$ cat config.mk
export PLATFORM = sky130hd
export DESIGN_NAME = binary_to_decimal_ascii
export DESIGN_NICKNAME = d
export VERILOG_FILES = /design/src/sv/bda_pkg.sv /design/src/sv/bda_cell.sv /design/src/sv/binary_to_decimal_ascii.sv
export SDC_FILE = /design/constraint.sdc
export NUM_CORES = 1
export LEC_CHECK = 0
export ABC_AREA = 1
export BUFFER_PORTS_ARGS = -buffer_cell sky130_fd_sc_hd__buf_4
export CORE_ASPECT_RATIO = 0.5
export CORE_UTILIZATION = 50
export CTS_CLUSTER_SIZE = 20
export DETAILED_ROUTE_END_ITERATION = 16
export PLACE_DENSITY = 0.69
export SLEW_MARGIN = 25
export SYNTH_ARGS = -nofsm -noshare
export SYNTH_HDL_FRONTEND = slang
export SYNTH_SLANG_ARGS = --single-unit
export TNS_END_PERCENT = 10
$ cat constraint.sdc
create_clock -name i_clk -period 3.14 [get_ports i_clk]
set_input_delay 0.157 -clock i_clk [delete_from_list [all_inputs] [get_ports i_clk]]
set_output_delay 0.157 -clock i_clk [all_outputs]
set_load 0.005 [all_outputs]
$ cat src/sv/bda_pkg.sv
// ----------------------------------------------------------------------------
// bda_pkg
// Types and constants shared by the binary to decimal ASCII converter.
// ----------------------------------------------------------------------------
package bda_pkg;

    localparam int unsigned VALUE_W = 32;
    localparam int unsigned DIGITS  = 10;
    localparam int unsigned DIGIT_W = 4;
    localparam int unsigned CHAR_W  = 6;
    localparam int unsigned STEP_W  = $clog2(VALUE_W);
    localparam int unsigned LEFT_W  = $clog2(DIGITS + 1);

    localparam logic [STEP_W-1:0]  STEP_LAST  = STEP_W'(VALUE_W - 1);
    localparam logic [LEFT_W-1:0]  LEFT_FULL  = LEFT_W'(DIGITS);
    localparam logic [LEFT_W-1:0]  LEFT_ONE   = LEFT_W'(1);
    localparam logic [DIGIT_W-1:0] DABBLE_MIN = 4'd5;
    localparam logic [DIGIT_W-1:0] DABBLE_ADJ = 4'd3;
    localparam logic [CHAR_W-1:0]  ASCII_ZERO = 6'd48;

    typedef enum logic [1:0] {
        CELL_HOLD,
        CELL_CLEAR,
        CELL_DABBLE,
        CELL_MOVE
    } t_cell_op;

    typedef enum logic [1:0] {
        ST_IDLE,
        ST_CONV,
        ST_SKIP,
        ST_EMIT
    } t_state;

endpackage

$ cat src/sv/bda_cell.sv
// ----------------------------------------------------------------------------
// bda_cell
// One decimal digit of the shift-add-3 chain; also shifts its digit upward.
// ----------------------------------------------------------------------------
module bda_cell (
    input  logic                           i_clk,
    input  bda_pkg::t_cell_op              i_op,
    input  logic                           i_carry,
    input  logic [bda_pkg::DIGIT_W-1:0]    i_digit,
    output logic                           o_carry,
    output logic [bda_pkg::DIGIT_W-1:0]    o_digit
);

    logic [bda_pkg::DIGIT_W-1:0] r_digit;
    logic [bda_pkg::DIGIT_W-1:0] n_digit;
    logic [bda_pkg::DIGIT_W-1:0] w_adj;

    assign w_adj   = (r_digit >= bda_pkg::DABBLE_MIN) ? r_digit + bda_pkg::DABBLE_ADJ
                                                      : r_digit;
    assign o_carry = w_adj[bda_pkg::DIGIT_W-1];
    assign o_digit = r_digit;

    always_comb begin
        case (i_op)
            bda_pkg::CELL_CLEAR:  n_digit = '0;
            bda_pkg::CELL_DABBLE: n_digit = {w_adj[bda_pkg::DIGIT_W-2:0], i_carry};
            bda_pkg::CELL_MOVE:   n_digit = i_digit;
            default:              n_digit = r_digit;
        endcase
    end

    always_ff @(posedge i_clk) begin
        r_digit <= n_digit;
    end

endmodule

$ cat src/sv/binary_to_decimal_ascii.sv
// ----------------------------------------------------------------------------
// binary_to_decimal_ascii
// Converts an unsigned 32-bit beat to decimal ASCII digits, MSD first.
// ----------------------------------------------------------------------------
// One value is taken at a time. After the input beat, a row of ten digit
// cells runs 32 shift-add-3 steps, one per cycle, then shifts leading zero
// digits out one per cycle, then presents the remaining digits one beat
// each, most significant first, with tlast on the final digit. Zero gives
// the single character '0'.
// ----------------------------------------------------------------------------
module binary_to_decimal_ascii (
    input  logic        i_clk,
    input  logic        i_rst_n,
    input  logic        i_s_tvalid,
    output logic        o_s_tready,
    input  logic [31:0] i_s_tdata,   // [31:0] value
    output logic        o_m_tvalid,
    input  logic        i_m_tready,
    output logic [7:0]  o_m_tdata,   // [5:0] digit_char, [7:6] zero
    output logic        o_m_tlast
);

    bda_pkg::t_state                     r_state;
    bda_pkg::t_state                     n_state;
    logic [bda_pkg::VALUE_W-1:0]         r_bin;
    logic [bda_pkg::VALUE_W-1:0]         n_bin;
    logic [bda_pkg::STEP_W-1:0]          r_cnt;
    logic [bda_pkg::STEP_W-1:0]          n_cnt;
    logic [bda_pkg::LEFT_W-1:0]          r_left;
    logic [bda_pkg::LEFT_W-1:0]          n_left;
    bda_pkg::t_cell_op                   w_op;
    logic                                w_carry [bda_pkg::DIGITS];
    logic [bda_pkg::DIGIT_W-1:0]         w_digit [bda_pkg::DIGITS];
    logic [bda_pkg::DIGIT_W-1:0]         w_top;
    logic [bda_pkg::CHAR_W-1:0]          w_char;

    assign w_carry[0] = r_bin[bda_pkg::VALUE_W-1];
    assign w_top      = w_digit[bda_pkg::DIGITS-1];

    for (genvar g = 0; g < bda_pkg::DIGITS; g++) begin : g_cell
        if (g == 0) begin : g_first
            bda_cell u_cell (
                .i_clk   (i_clk),
                .i_op    (w_op),
                .i_carry (w_carry[g]),
                .i_digit ('0),
                .o_carry (w_carry[g+1]),
                .o_digit (w_digit[g])
            );
        end else if (g == bda_pkg::DIGITS - 1) begin : g_last
            bda_cell u_cell (
                .i_clk   (i_clk),
                .i_op    (w_op),
                .i_carry (w_carry[g]),
                .i_digit (w_digit[g-1]),
                .o_carry (),
                .o_digit (w_digit[g])
            );
        end else begin : g_mid
            bda_cell u_cell (
                .i_clk   (i_clk),
                .i_op    (w_op),
                .i_carry (w_carry[g]),
                .i_digit (w_digit[g-1]),
                .o_carry (w_carry[g+1]),
                .o_digit (w_digit[g])
            );
        end
    end

    assign w_char    = bda_pkg::ASCII_ZERO + {2'b00, w_top};
    assign o_m_tdata = {2'b00, w_char};
    assign o_m_tlast = (r_left == bda_pkg::LEFT_ONE);

    always_comb begin
        n_state    = r_state;
        n_bin      = r_bin;
        n_cnt      = r_cnt;
        n_left     = r_left;
        w_op       = bda_pkg::CELL_HOLD;
        o_s_tready = 1'b0;
        o_m_tvalid = 1'b0;
        case (r_state)
            bda_pkg::ST_IDLE: begin
                o_s_tready = 1'b1;
                if (i_s_tvalid) begin
                    n_bin   = i_s_tdata;
                    n_cnt   = bda_pkg::STEP_LAST;
                    w_op    = bda_pkg::CELL_CLEAR;
                    n_state = bda_pkg::ST_CONV;
                end
            end
            bda_pkg::ST_CONV: begin
                w_op  = bda_pkg::CELL_DABBLE;
                n_bin = {r_bin[bda_pkg::VALUE_W-2:0], 1'b0};
                n_cnt = r_cnt - 1'b1;
                if (r_cnt == '0) begin
                    n_left  = bda_pkg::LEFT_FULL;
                    n_state = bda_pkg::ST_SKIP;
                end
            end
            bda_pkg::ST_SKIP: begin
                if (w_top != '0 || r_left == bda_pkg::LEFT_ONE) begin
                    n_state = bda_pkg::ST_EMIT;
                end else begin
                    w_op   = bda_pkg::CELL_MOVE;
                    n_left = r_left - 1'b1;
                end
            end
            bda_pkg::ST_EMIT: begin
                o_m_tvalid = 1'b1;
                if (i_m_tready) begin
                    w_op   = bda_pkg::CELL_MOVE;
                    n_left = r_left - 1'b1;
                    if (r_left == bda_pkg::LEFT_ONE) begin
                        n_state = bda_pkg::ST_IDLE;
                    end
                end
            end
            default: n_state = bda_pkg::ST_IDLE;
        endcase
    end

    always_ff @(posedge i_clk) begin
        if (!i_rst_n) begin
            r_state <= bda_pkg::ST_IDLE;
        end else begin
            r_state <= n_state;
        end
    end

    always_ff @(posedge i_clk) begin
        r_bin  <= n_bin;
        r_cnt  <= n_cnt;
        r_left <= n_left;
    end

endmodule

---- After elaboration in Yosys (flattened, before gate mapping) ----
Index checks and enable logic that the tools add are counted.
Widths: inputs -> output; s select.
operators by class
  $add $sub $neg .......................... 13
  order comparisons ....................... 10
  eq/ne operators ......................... 13
  muxes and demuxes ....................... 40
  reduce and logical (&&, ||, !) cells .... 12
operators with widths
  kind                 count
  $pmux 4 s3           10
  $pmux 32 s2          1
  $mux 4               12
  $ge 4x3->1 const B   10
  $add 4x2->4 const B  9
  $mux 32              1
  $pmux 2 s4           2
  $mux 2               7
  $ne 2x2->1 const B   6
  $pmux 5 s2           1
  $eq 2x2->1 const B   4
  $pmux 4 s2           1
  $add 5x5->6 const A  1
  $reduce_bool 3->1    2
  $logic_not 5->1      1
  $mux 5               1
  $reduce_and 5->1     1
  $sub 5x1->5 const B  1
  $eq 2x1->1 const B   2
  $eq 4x1->1 const B   1
  $reduce_and 4->1     1
  $reduce_bool 2->1    2
  $reduce_bool 4->1    1
  $sub 4x1->4 const B  1
  other kinds (7)      9
storage, ports and cells
  register bits after elaboration ......... 83
  bits of input ports ..................... 36
  output and inout bits ................... 11
  word-level logic and storage cells ...... 102

---- Logic depth before layout (Yosys ltp) ----
Gate-level depths: netlist of the first run.
  word-level depth ........................ 7
  mapped depth ............................ 11
  gate-level depth less buffers ........... 10

---- By module ----
From an unflattened synthesis of the first run, not the netlist that was laid out.
unflattened totals
  cell total of the unflattened synthesis .. 604
  area, all modules ....................... 5137.4 um^2
modules (own cells, without submodules)
  module                   times used  cells an instance  area an instance (um^2)  sequential area each (um^2)
  bda_cell                 10          38                 300.3                    120.1
  binary_to_decimal_ascii  1           224                2134.5                   1271.2

---- Worst setup path after synthesis of the first run ----
No wires, ideal clock.
  kind .................................... register -> register
  from .................................... reg g_cell[9].g_last.u_cell.r_digit, in the netlist g_cell[9].g_last.u_cell.o_digit[0]
  to ...................................... reg g_cell[0].g_first.u_cell.r_digit, in the netlist g_cell[0].g_first.u_cell.o_digit[0] (enable)
  setup time .............................. 398 ps
  arrival time ............................ 2210 ps
  required time ........................... 2742 ps
  setup slack ............................. 532 ps
  stages on the path, launching flop included .. 10
  buffers on the path ..................... 1
  period minus slack after synthesis ...... 2608 ps
  cell sequence ........................... edfxtp_1 inv_1 ha_1 nand2_1 nor2_1 nand2_2 nand3_1 o21ai_2 buf_6 nand2_1
between the ends
  longest elaborated chain between the ends .. 7
  elaborated cells between the ends (all ways) .. 9
  those cells by class .................... eq/ne (3); mux (2); reduce/logical (4)
RTL lines
  element                                   line                            RTL
  start: declaration                        bda_cell.sv:14                  logic [bda_pkg::DIGIT_W-1:0] r_digit;
  start signal: assignment                  bda_cell.sv:33                  r_digit <= n_digit;
  $reduce_bool 4->1 (*)                     binary_to_decimal_ascii.sv:103  if (w_top != '0 || r_left == bda_pkg::LEFT_ONE) begin
  $logic_or 1x1->1 (*)                      binary_to_decimal_ascii.sv:103
  $mux 2 (*)                                binary_to_decimal_ascii.sv:103
  $pmux 2 s4 (*)                            binary_to_decimal_ascii.sv:83   case (r_state)
  $eq 2x1->1 or $eq 2x2->1 (tied branches)  bda_cell.sv:24                  case (i_op)
  $reduce_or 2->1 (no source line)          --
  $reduce_bool 2->1 (no source line) (*)    --
  end signal: assignment                    bda_cell.sv:33
  end: declaration                          bda_cell.sv:14
Mark *: on every way between the ends. The rest lies on a longest branch, timed or not.
A chain may end at the register's enable or synchronous reset.

---- Final worst setup path of the first run ----
  from .................................... reg g_cell[9].g_last.u_cell.r_digit, in the netlist g_cell[9].g_last.u_cell.o_digit[0]
  to ...................................... reg g_cell[5].g_mid.u_cell.r_digit, in the netlist g_cell[5].g_mid.u_cell.o_digit[2] (enable)
between the ends
  longest elaborated chain between the ends .. 6
  elaborated cells between the ends (all ways) .. 8
  those cells by class .................... eq/ne (3); mux (2); reduce/logical (3)
RTL lines
  element                                   line
  $reduce_bool 4->1 (*)                     binary_to_decimal_ascii.sv:103
  $logic_or 1x1->1 (*)                      binary_to_decimal_ascii.sv:103
  $mux 2 (*)                                binary_to_decimal_ascii.sv:103
  $pmux 2 s4 (*)                            binary_to_decimal_ascii.sv:83
  $eq 2x1->1 or $eq 2x2->1 (tied branches)  bda_cell.sv:24
  $reduce_bool 3->1 (no source line) (*)    --
  end signal: assignment                    bda_cell.sv:33
  end: declaration                          bda_cell.sv:14
Marks and branches as above.

==> summary.txt, run 1 <==
Place
  – RD Place Congestion: 0.803
  – Cell total after placement: 739
  – PortBufs: 42
  – Placed Area: 0.00537 mm^2
  – Dpl hpwl: 6400 um

Clock tree
  – CTS tree: done
  – CTS resizes: 0
  – CTS max path bufs: 2
  – Clock sinks: 83
  – Htree depth: 3
  – Clock Root Buffer: clkbuf_16
  – CTS clk-pin slew, worst paths: 0.06 ns
  – CTS Hold Bufs: 0
  – Clk_lat worst skew: 0.34 ns
  – Inserted Clock Buffers: 9
  – Post-CTS setup buffers: 0

STA
  – Slew @ Worst Pin: 0.684 ns
  – Clock skew: 0.00814 ns
  – Post-layout min period: 2.36 ns
  – Setup violators final: 0
  – Max-slew violations: 0
  – RSZ-0062 raised after global routing: no
  – F_max: 424 MHz
  – Final Hold Vio Count: 0
  – Fin Setup TNS: 0 ns
  – Period utilization: 75.1%
  – Slew HR: 54.3%

Die
  – Die span in y: 72.6 um
  – DIE WIDTH: 143 um
  – Die ar.: 0.0104 mm^2
  – Initial Util: 52.1%
  – # rows: 25
  – Core area: 0.00957 mm^2
  – IO Count: 47

Yosys
  – Mux contribution to synthesized area: 0%
  – Synth Area in XOR/XNOR: 1.05%
  – Top cell type's share of synthesized area: 48.8%
  – Synth cell types: 29
  – Post-synthesis adder-cell area fraction: 7.02%
  – Post-synth EDFFs: 81
  – Synth area leaders: edfxtp_1, nand2_1, nand3_1
  – Ys async rst share: 0%
  – Post-Syn Instances: 580
  – Simple-gate share of the synthesized area: 25.6%
  – Syn_area_per_cell: 8.60 um^2
  – Complex-gate fraction of the synthesized area: 8.55%
  – Post-Syn Area: 0.00499 mm^2
  – Ys flop type: edfxtp_1
  – Yosys top cell by area: edfxtp_1
  – Largest family of logic cells by synthesized area: simple AND/OR/NAND/NOR gates
  – Most common cell in the netlist: nand2_1
  – Warnings, synthesis: 0
  – #FFs+latches synth: 83
  – Most frequent cells after synthesis: nand2_1, edfxtp_1, nand3_1
  – Post-synthesis sequential area ratio: 49.6%

Detailed routing
  – WL/cell: 12.9 um
  – First DRT Iteration DRCs: 380
  – Final ANT Viol Nets: 0
  – Drt via density: 5.26
  – Routed WL: 9700 um
  – DRT Pass-1 Iters: 6
  – Via count: 3963
  – # DRC: 0

Global routing
  – Largest net degree at the start of global routing: 41
  – Initial antenna violation count: 0
  – Global-route wire length before repair: 16000 um
  – Global route total overflow: 0
  – Overall routing resource usage: 20.0%
  – Vias in the first global route: 3595

Critical path
  – Critical path fanouts, max: 40
  – Crit start category: flop
  – Worst Setup End Kind: flop
  – Worst Path Class, Setup: reg2reg
  – Slowest CP cell: buf_4
  – Critical Path Max Stage Delay: 0.44 ns
  – CP Data Required Time: 3.12 ns
  – Crit-path cells: inv_1 -> ha_1 -> nand2_1 -> nor2_1 -> nand2_2 -> nand3_4 -> nand2_2 -> nand2_1 -> buf_4
  – Crit path arrival time: 2.33 ns

Layout
  – Area growth from synthesis to layout: 13.3%
  – Area of the multi-input gates: 0.00212 mm^2
  – # diodes: 0
  – Seq. cell area: 0.00247 mm^2
  – Finished layout cell area: 0.00565 mm^2
  – Final #Nets: 679
  – Share of cells above drive strength 1: 12.0%
  – Final cell count without fillers: 754
  – Fin util: 59.1%
  – Fillers: 875

Worst hold path
  – HP Class: in2reg

Power
  – P per Cell Area: 1030 mW/mm^2
  – Pwr Total: 0.00583 W
  – Peak VDD IR: 497 uV
  – Pleak: 2.40 nW

Run status
  – Outcome: completed

Flow run
  – MaxCap Viol Count: 0
area by class of cell:
type                    instances  share of cell area (%)
clock inverters                 5                   0.974
inverters                      63                    4.18
repair buffers                 49                    6.51
multi-input cells             409                    37.6
flip-flops and latches         83                    43.7
well taps                     135                    2.99
clock buffers                  10                    4.05
path summary, 6_finish.rpt:
kind,start,to,slack (ns),cells past startpoint
min,i_rst_n,r_state[0]$_SDFFE_PN0P_,0.06,3
max,g_cell[9].g_last.u_cell.o_digit[0]$_DFFE_PP_,g_cell[5].g_mid.u_cell.o_digit[2]$_DFFE_PP_,0.78,9
max reg2reg,g_cell[9].g_last.u_cell.o_digit[0]$_DFFE_PP_,g_cell[5].g_mid.u_cell.o_digit[2]$_DFFE_PP_,0.78,9
min reg2reg,r_bin[30]$_DFFE_PP_,r_bin[31]$_DFFE_PP_,0.52,2
cells by family (layout without fill, tap and decap cells):
| kind of cell | Yosys count | after routing |
|---|---|---|
| other | 2 | 4 |
| buffers and inverters | 90 | 127 |
| AOI/OAI and AO/OA | 77 | 77 |
| xor gates and xnor gates | 6 | 6 |
| and+or+nand+nor | 294 | 294 |
| adders and majority gates | 28 | 28 |
| DFF | 83 | 83 |
layer usage:
metal | vias to the layer above | global-route usage (%) | routed length (um)
met1 | 1828 | 26.7 | 4750
met4 | 0 | 4.49 | 57
met3 | 7 | 6.43 | 519
li1 | 2033 | - | -
met5 | - | 0 | 0
met2 | 95 | 32.2 | 4380
registers in the layout, indices dropped and copies added, names as in the netlist:
signal	cells
g_cell.g_mid.u_cell.o_digit	32
r_bin	32
r_cnt	5
g_cell.g_first.u_cell.o_digit	4
g_cell.g_last.u_cell.o_digit	4
r_left	4
r_state	2
metrics by stage:
step	hold slack (ns)	setup WS [ns]
after floorplan	0.278	0.532
after CTS	0.0578	0.759
after detailed placement	0.411	0.775
final	0.0632	0.782
after global routing	0.0678	0.556
after global placement	0.398	0.793
power by group:
group          total (W)  internal [W]  switching (W)  leakage [nW]
registers        0.00237       0.00202       0.000346         0.827
clock network    0.00102      0.000609       0.000412         0.136
logic            0.00244      0.000793        0.00165          1.44
total            0.00583       0.00342        0.00241          2.40
critical path, delay by kind of cell, from the launching register on:
family / cells / cell delay [ns]
adder cells (fa/ha/maj): 1 / 0.20
flip-flops: 1 / 0.42
buffers and inverters: 2 / 0.54
AND/OR/NAND/NOR: 6 / 0.82
placed cells by master, fill, tap and decap left out, drive strengths merged:
master and instances:
a21oi 45, o21a 2, clkinvlp 1, edfxtp 81, o21ai 15, xor2 5, a31oi 4, bufinv 1
ha 28, nand3 76, buf 49, clkinv 3, inv 63, dfxtp 2, clkbuf 10, o211ai 11
or2 4, conb 4, nor2 31, xnor2 1, nand4 19, nand2 164
Power figures use the tool's default switching activity.
==> inputs of run 2 (changes only) <==
Settings changed: ABC_AREA 1 to 0, PLACE_DENSITY 0.69 to 0.72.
Clock period 3.14 ns to 1.9 ns, I/O delays scaled along.
==> run 2 against run 1 <==
The flow now finishes with violations (negative setup slack); count of clock-buffer cells in the layout down 1; synthesized area is 0.83% lower; synthesized cell count down 26%; worst setup slack got worse by 1.1 ns; clock skew is essentially flat; largest cell class unchanged; highest routed layer unchanged.
==> summary.txt, run 2 <==
Run status
  – Outcome: complete, but fails checks
  – Failing checks: negative setup slack

Critical path
  – Critical Path Max Stage Delay: 0.40 ns
  – Slowest CP cell: edfxtp_1
  – Buf/Inv on CP: 2
  – Crit-path cells: inv_2 -> ha_1 -> or3b_4 -> a221o_1 -> buf_12 -> and3_1 -> o31a_1
  – Crit-path leading delay family: compound AO/OA/AOI/OAI gates
  – Crit path arrival time: 2.32 ns
  – CP Data Required Time: 1.99 ns
  – Crit start category: flop
  – Worst Path Class, Setup: reg2reg
  – Worst Setup End Kind: flop
  – Critical path fanouts, max: 40

STA
  – Period utilization: 117%
  – Max-slew violations: 0
  – RSZ-0062 raised after global routing: yes
  – Clock skew: 0.00848 ns
  – Post-layout min period: 2.23 ns
  – F_max: 449 MHz
  – Final Hold Vio Count: 0
  – Setup violators final: 77
  – Hold WS: 0.0328 ns
  – PnR worst setup slack: -0.325 ns

Yosys
  – Simple-gate share of the synthesized area: 16.7%
  – Post-Syn Instances: 432
  – Syn_area_per_cell: 11.4 um^2
  – Most common cell in the netlist: edfxtp_1
  – Synth Area in XOR/XNOR: 2.48%
  – Post-Syn Area: 0.00495 mm^2
  – Largest family of logic cells by synthesized area: simple AND/OR/NAND/NOR gates
  – Warnings, synthesis: 0
  – Synth cell types: 37
  – Top cell type's share of synthesized area: 49.2%
  – Post-synth EDFFs: 81
  – #FFs+latches synth: 83
  – Ys flop type: edfxtp_1
  – Ys async rst share: 0%
  – Complex-gate fraction of the synthesized area: 11.4%
  – Most frequent cells after synthesis: edfxtp_1, and3_1, mux2_2
  – Synth area leaders: edfxtp_1, mux2_2, ha_1
  – Post-synthesis adder-cell area fraction: 7.08%
  – Mux contribution to synthesized area: 7.69%
  – Post-synthesis sequential area ratio: 50.0%
  – Yosys top cell by area: edfxtp_1

Detailed routing
  – Drt via density: 5.39
  – # DRC: 0
  – WL/cell: 14.7 um
  – First DRT Iteration DRCs: 229
  – Routed WL: 9380 um
  – Via count: 3446
  – Final ANT Viol Nets: 0
  – DRT Pass-1 Iters: 4

Layout
  – Share of cells above drive strength 1: 27.2%
  – Most common cell after layout, fill and taps aside: edfxtp_1
  – Commonest cells after routing, fill and taps aside: edfxtp_1, buf_4, and3_1
  – Final cell count without fillers: 639
  – Fin util: 63.5%
  – Fillers: 743
  – Area growth from synthesis to layout: 22.1%
  – # diodes: 0
  – Final #Nets: 563

Place
  – RD Place Congestion: 0.820
  – Worst slack at placement: -0.310 ns
  – Dpl hpwl: 6090 um
  – PortBufs: 42
  – Cell total after placement: 623

Die
  – Core area: 0.00951 mm^2
  – IO Count: 47
  – # rows: 25
  – Die span in y: 72.3 um
  – Initial Util: 52.0%
  – DIE WIDTH: 143 um
  – Die ar.: 0.0103 mm^2

Global routing
  – Global-route wire length before repair: 15900 um
  – Global route total overflow: 0
  – Initial antenna violation count: 0
  – Largest net degree at the start of global routing: 53
  – Vias in the first global route: 3346
  – Overall routing resource usage: 19.9%

Clock tree
  – Clock Root Buffer: clkbuf_16
  – Inserted Clock Buffers: 9
  – Post-CTS setup buffers: 0
  – CTS max path bufs: 2
  – CTS clk-pin slew, worst paths: 0.07 ns
  – Clk_lat worst skew: 0.34 ns
  – CTS Hold Bufs: 0
  – Clock sinks: 83
  – Htree depth: 3
  – CTS tree: done

Flow run
  – MaxCap Viol Count: 0

Power
  – Pwr Total: 0.0104 W
  – P per Cell Area: 1710 mW/mm^2
  – Pleak: 2.45 nW
  – Peak VDD IR: 834 uV

Worst hold path
  – HP Class: in2reg
## run 2: cell count changes in the layout (fill, tap and decap cells not counted), moves of 19 or more
cell and change:
nand3_1 -73, nand2_1 -143, nor2_1 -25, a21oi_1 -30
buf_4 +24, nand2b_1 +20, nand4_1 -19, and3_1 +44
inv_1 -31, nor3b_1 +27, mux2_2 +31
## run 2: power by group
group / leakage (nW) / internal (W) / total (W) / switching, W
sequential: 0.818 / 0.00322 / 0.00377 / 0.000546
combinational: 1.48 / 0.00232 / 0.00477 / 0.00246
clock: 0.153 / 0.00104 / 0.00182 / 0.000777
## run 2: cell type report
cell class | instances | area, um^2 | share of cell area [%]
Multi-Input combinational cell | 297 | 2320 | 38.3
Sequential cell | 83 | 2470 | 40.9
Clock inverter | 7 | 81.3 | 1.35
Clock buffer | 9 | 225 | 3.73
Tap cell | 135 | 169 | 2.80
Inverter | 29 | 109 | 1.80
Timing Repair Buffer | 79 | 668 | 11.1
## run 2: stage by stage
stage	instance area (um^2)	TNS, ns
2_1_floorplan	4990	-15.15
3_3_place_gp	5710	-15.61
3_5_place_dp	5710	-18.03
4_1_cts	6030	-17.91
5_1_grt	6040	-23.97
6_report	6040	-17.34
## run 2: per-layer routing
metal | up-vias | track usage [%] | routed length [um]
li1 | 1719 | - | -
met1 | 1644 | 26.3 | 4470
met2 | 73 | 31.8 | 4340
met3 | 10 | 6.01 | 480
met4 | 0 | 6.33 | 92
met5 | - | 0 | 0
## run 2: what timing repair did
item | in CTS | in global routing
resized for setup | 2 | 4
setup endpoints to repair | 115 | 82
pin swaps | 0 | 0
## run 2: final timing paths
check,end,startpoint,cells after the start,slack [ns]
worst max-delay path,g_cell[7].g_mid.u_cell.o_digit[2]$_DFFE_PP_,r_left[1]$_SDFFCE_PN1P_,7,-0.33
worst min-delay path,r_state[0]$_SDFFE_PN0P_,i_rst_n,3,0.03
worst max register to register,g_cell[7].g_mid.u_cell.o_digit[2]$_DFFE_PP_,r_left[1]$_SDFFCE_PN1P_,7,-0.33
worst min register to register,g_cell[0].g_first.u_cell.o_digit[0]$_SDFFCE_PP0P_,r_bin[31]$_DFFE_PP_,1,0.54
## run 2: kinds of logic after synthesis
logic type | Yosys count
AOI/OAI and AO/OA | 81
buffers and inverters | 54
DFF | 83
adders and majority gates | 28
and+or+nand+nor | 136
other | 2
muxes | 34
xor gates and xnor gates | 14
## run 2: tightest hold or removal path: stages
cell and delay, ns:
buf_4 0.12, nand2_1 0.06, mux2i_1 0.05
